### config.mk
export PLATFORM = sky130hd
export DESIGN_NAME = cact_bucket_hash
export DESIGN_NICKNAME = d
export VERILOG_FILES = /design/src/hdl/cact_pkg.sv /design/src/hdl/cact_bucket_hash.sv
export SDC_FILE = /design/constraint.sdc
export NUM_CORES = 1
export LEC_CHECK = 0
export ABC_AREA = 1
export BUFFER_PORTS_ARGS = -buffer_cell sky130_fd_sc_hd__buf_2
export CORE_MARGIN = 3
export CORE_UTILIZATION = 32
export DETAILED_ROUTE_END_ITERATION = 16
export GPL_TIMING_DRIVEN = 1
export HOLD_SLACK_MARGIN = 0.03
export PLACE_DENSITY = 0.8
export SYNTH_ARGS = -nofsm -noshare
export SYNTH_HDL_FRONTEND = slang
export SYNTH_SLANG_ARGS = --single-unit
### constraint.sdc
create_clock -name clk -period 1 [get_ports clk]
set_clock_uncertainty 0.15 [all_clocks]
set_input_delay 0.05 -clock clk [delete_from_list [all_inputs] [get_ports clk]]
set_output_delay 0.05 -clock clk [all_outputs]
set_load 0.02 [all_outputs]
### src/hdl/cact_pkg.sv
// ----------------------------------------------------------------------------
// cact_pkg: shared constants for the call arc counter table
// Default sizes, port field widths and result status codes.
// ----------------------------------------------------------------------------
package cact_pkg;

  localparam int BUCKETS_DEF     = 4096;
  localparam int ARC_ENTRIES_DEF = 4096;
  localparam int HASH_DIV_DEF    = 4;

  localparam int ADDR_W     = 32;
  localparam int IN_DATA_W  = 64;
  localparam int OUT_DATA_W = 48;
  localparam int STATUS_W   = 3;
  localparam int OUT_SLOT_W = 12;
  localparam int TOTAL_W    = 32;
  localparam int LIMIT_W    = 13;

  localparam logic [LIMIT_W-1:0] LIMIT_RST = 13'd4096;

  typedef enum logic [STATUS_W-1:0] {
    STS_HEAD_HIT = 3'd0,
    STS_MOVED    = 3'd1,
    STS_NEW      = 3'd2,
    STS_FULL     = 3'd3,
    STS_RANGE    = 3'd4
  } arc_status_t;

endpackage

### src/hdl/cact_bucket_hash.sv
// ----------------------------------------------------------------------------
// cact_bucket_hash: caller address to bucket index
// Divides the caller address by twice the hash factor with a reciprocal
// multiply and flags addresses whose bucket lies beyond the table.
// ----------------------------------------------------------------------------
module cact_bucket_hash
  import cact_pkg::*;
#(
  parameter int BUCKETS  = BUCKETS_DEF,
  parameter int HASH_DIV = HASH_DIV_DEF
) (
  input  logic                       clk,
  input  logic                       load,
  input  logic [ADDR_W-1:0]          caller,
  output logic [$clog2(BUCKETS)-1:0] bucket,
  output logic                       out_of_range
);

  localparam int BKT_W  = $clog2(BUCKETS);
  localparam int GRAIN  = HASH_DIV * 2;
  localparam int SPAN   = BUCKETS * GRAIN;
  localparam int DIV_W  = $clog2(SPAN);
  localparam int SH     = $clog2(GRAIN);
  localparam longint unsigned RECIP = ((64'd1 << (DIV_W + SH)) + GRAIN - 1) / GRAIN;
  localparam int RCP_W  = $clog2(RECIP + 1);
  localparam int PROD_W = DIV_W + RCP_W;
  localparam logic [ADDR_W-1:0] SPAN_V = ADDR_W'(SPAN);

  logic [PROD_W-1:0] prod_r, prod_nxt;
  logic              oor_r, oor_nxt;
  logic [PROD_W-1:0] quot;

  // exact for every dividend below 2**DIV_W, which covers all in-range callers
  always_comb begin
    prod_nxt = prod_r;
    oor_nxt  = oor_r;
    if (load) begin
      prod_nxt = PROD_W'(caller[DIV_W-1:0]) * PROD_W'(RECIP);
      oor_nxt  = caller >= SPAN_V;
    end
  end

  always_ff @(posedge clk) begin
    prod_r <= prod_nxt;
    oor_r  <= oor_nxt;
  end

  assign quot         = prod_r >> (DIV_W + SH);
  assign bucket       = quot[BKT_W-1:0];
  assign out_of_range = oor_r;

endmodule

After elaboration in Yosys (flattened, before gate mapping)
Index checks and enable logic that the tools add are counted.
{"block": "classes", "magnitude_cmp": 1}
{"op": "32-bit by 16-bit greater-or-equal comparator with 1-bit output, second input constant", "count": 1}
{"block": "totals", "ff_bits": 16, "input_bits": 34, "out_inout_bits": 13, "elab_cells": 3}

Longest topological paths before layout
{"block": "logic_depth", "word_depth": 1, "depth_mapped": 4, "mapped_depth_nobuf": 4}

Worst setup path after synthesis
Ideal clock, no wire load.
{"block": "synth_path", "path_type": "input to register", "start": "input port caller[23]", "end": "register oor_r (netlist: out_of_range), data pin", "setup_ns": 0.261, "arrival_time_ns": 0.411, "t_required_ns": 0.589, "slack_ns": 0.178, "cell_stages": 3, "path_buffers": 0, "path_cell_list": "or2_1 -> nor2_1 -> nand3_1"}
{"block": "synth_via", "elab_chain_len": 1}
{"element": "start, declared", "line_no": "cact_bucket_hash.sv:14", "text": "input logic [ADDR_W-1:0] caller,"}
{"element": "32-bit by 16-bit greater-or-equal comparator with 1-bit output", "line_no": "cact_bucket_hash.sv:39", "text": "oor_nxt = caller >= SPAN_V;"}
{"element": "end signal, assigned", "line_no": "cact_bucket_hash.sv:45", "text": "oor_r <= oor_nxt;"}
{"element": "end, declared", "line_no": "cact_bucket_hash.sv:30", "text": "logic oor_r, oor_nxt;"}
Every way passes these cells.
A chain may end at the register's enable or synchronous reset.

Worst setup path after layout
{"block": "layout_path", "start": "register prod_r[20]", "end": "output port bucket[2]"}
{"element": "start, declared", "line_no": "cact_bucket_hash.sv:29", "text": "logic [PROD_W-1:0] prod_r, prod_nxt;"}
{"element": "start signal, assigned", "line_no": "cact_bucket_hash.sv:44", "text": "prod_r <= prod_nxt;"}
{"element": "end, declared", "line_no": "cact_bucket_hash.sv:15", "text": "output logic [$clog2(BUCKETS)-1:0] bucket,"}
No word-level cell between the ends.

==> impl_metrics.json <==
{
  "yosysWarnings": 0,
  "dp_slack_ns": 0.04949,
  "grt_start_max_net_pins": 14,
  "crit_chain": "buf_6",
  "p_total_uw": 1188,
  "cts_tree": "built",
  "cts_max_path_buffers": 2,
  "power.switching_uw": 257.2,
  "hold_ws_ns": -0.07761,
  "intPower_uw": 930.9,
  "violations": "hold timing",
  "pwr-share-seq_pct": 55.5,
  "worstPathArrival_ns": 0.80,
  "maxCapViolCount": 0,
  "die_width_um": 43.42,
  "rsz0062_at_grt": "yes",
  "cts.reportedPaths.clkPinSlew_ns": 0.07,
  "numCtsBuffers": 3,
  "coreArea_um2": 1201,
  "worst_slew_pin_slew_ns": 0.2742,
  "crit_buf_inv": 1,
  "design_area_um2": 877.1,
  "io_buffers": 43,
  "synth.avg_cell_area_um2": 16.59,
  "crit_required_ns": 0.80,
  "synthCells": 27,
  "fin_setup_tns_ns": 0,
  "fin_crit_sh_pct": 99.92,
  "utilization_pct": 73.02,
  "worst-path-max-fanout": 1,
  "cellLeakagePower_uw": 0.0003972,
  "ys_types": 6,
  "cts.hold.buffers_added": 12,
  "dpl-instance-area_um2": 680.7,
  "maxSlewViolCount": 0,
  "maxSlewHeadroom_pct": 81.72,
  "ios": 47,
  "antenna_found_initial": 0,
  "cts_sinks": 13,
  "crit_type": "register to output pin",
  "h-tree-depth": 1,
  "cp_num_cells": 1,
  "synth_seq_cells": 13,
  "synthesis.nets": 61,
  "cts_root_buffer": "clkbuf_4",
  "dieArea_um2": 1885,
  "finalSetupViolCount": 0,
  "worst_setup_path_end_kind": "output pin",
  "antennaDiodeCount": 0,
  "die_h_um": 43.42,
  "slowest_stage": "edfxtp_1",
  "critPathMaxStageDelay_ns": 0.39,
  "vdd_ir_drop_max_mv": 0.7101,
  "via_per_inst": 4.230,
  "hold_violations": 1,
  "wl_per_cell_um": 10.97,
  "rows": 12,
  "place.gp.congestion": 0.7137,
  "dr.first_iter.drc_count": 4,
  "drt-total-wl_um": 1097,
  "ys_seq_area_share_pct": 87.15,
  "grt_pass1_wl_um": 1794,
  "grt_usage_pct": 13.40,
  "swShare_pct": 21.65,
  "p_per_area_nw_per_um2": 1355,
  "combPwrFrac_pct": 19.6,
  "startpoint": "prod_r[20]",
  "cpLargestDelayFamily": "flip-flops",
  "route.detailed.drc": 0,
  "syn_area_um2": 447.9,
  "critPathCapture": "bucket[2]",
  "clockPowerShare_pct": 24.8,
  "initial_core_util_pct": 37.29,
  "startpoint_type": "register",
  "syn2layout_area_growth_pct": 95.81,
  "nets": 121,
  "cts_setup_buffers": 0,
  "min_period_ns": 0.9992,
  "hp-class": "primary input to register",
  "first_pass_iters": 2,
  "grt_pass1_vias": 455,
  "ant_nets": 0,
  "drive_gt1_share_pct": 53.49,
  "via_count": 423,
  "finalWorstSetupSlack_ns": 0.0007772,
  "outcome": "finished, violations left",
  "fmax_ghz": 1.001,
  "overflow": 0
}
==> how the worst min path moves through the flow <==
stage / from / end / slack (ns) / depth (start not counted)
after floorplan: caller[3] / prod_r[18] / -0.001 / 0
after global routing: caller[25] / out_of_range / -0.09 / 3
final: caller[25] / out_of_range / -0.08 / 3
after detailed placement: caller[7] / prod_r[22] / 0.08 / 1
after global placement: caller[5] / prod_r[20] / 0.08 / 1
after CTS: caller[25] / out_of_range / -0.09 / 3
==> Yosys cell counts <==
library cell / count / share of area (%)
edfxtp_1: 13 / 87
nor2_1: 8 / 6.7
nand2_1: 3 / 2.5
nand3_1: 1 / 1.1
nor3_1: 1 / 1.1
or2_1: 1 / 1.4
==> cells in the final DEF (no fill, tap or decap) <==
master / count
nor3_1: 1
nor2_1: 8
buf_2: 35
dlygate4sd3_1: 12
nand3_1: 1
nand2_1: 3
buf_6: 8
clkbuf_4: 3
or2_1: 1
clkbuf_1: 1
edfxtp_1: 13
==> registers in the layout (all words and copies together) (netlist names) <==
name	flops
prod_r	12
out_of_range	1
==> area by class of cell <==
type                    instances  area (µm²)
clock buffers                   4       26.28
fillers                        83       324.1
multi-input cells              14       57.56
flip-flops and latches         13       390.4
well taps                      14       17.52
repair buffers                 55       385.4
==> per-stage QoR <==
stage                     std cells  hold slack, ns
after floorplan                  27       -0.001131
after global placement           84         0.07826
after detailed placement         84         0.07811
after CTS                       100        -0.08665
after global routing            100        -0.08653
final                           100        -0.07761
==> metal layers <==
| layer | GRT usage [%] | vias up | part of all wire (%) |
|---|---|---|---|
| met2 | 22.12 | 40 | 43 |
| met5 | 0 | - | 0 |
| met3 | 6.224 | 2 | 17 |
| li1 | - | 215 | - |
| met1 | 14.10 | 166 | 40 |
| met4 | 7.229 | 0 | 0.91 |
==> power by group through the flow <==
stage / sequential, µW / combinational, µW / clock [µW]
floorplan: 724 / 9.21 / 0
global placement: 664 / 168 / 0
detailed placement: 666 / 170 / 0
CTS: 654 / 206 / 308
global route: 664 / 249 / 340
finish: 660 / 233 / 295
==> logic make-up after synthesis <==
group | after synthesis | synth area share (%)
AND/OR/NAND/NOR | 14 | 12.85
flip-flops | 13 | 87.15
==> repair_timing <==
action	CTS	global route
endpoints found under the setup margin	3	13
gates cloned	0	0
endpoints found under the hold margin	13	14
gates resized for setup	0	16
No activity file was read; power rests on OpenSTA's default activity.
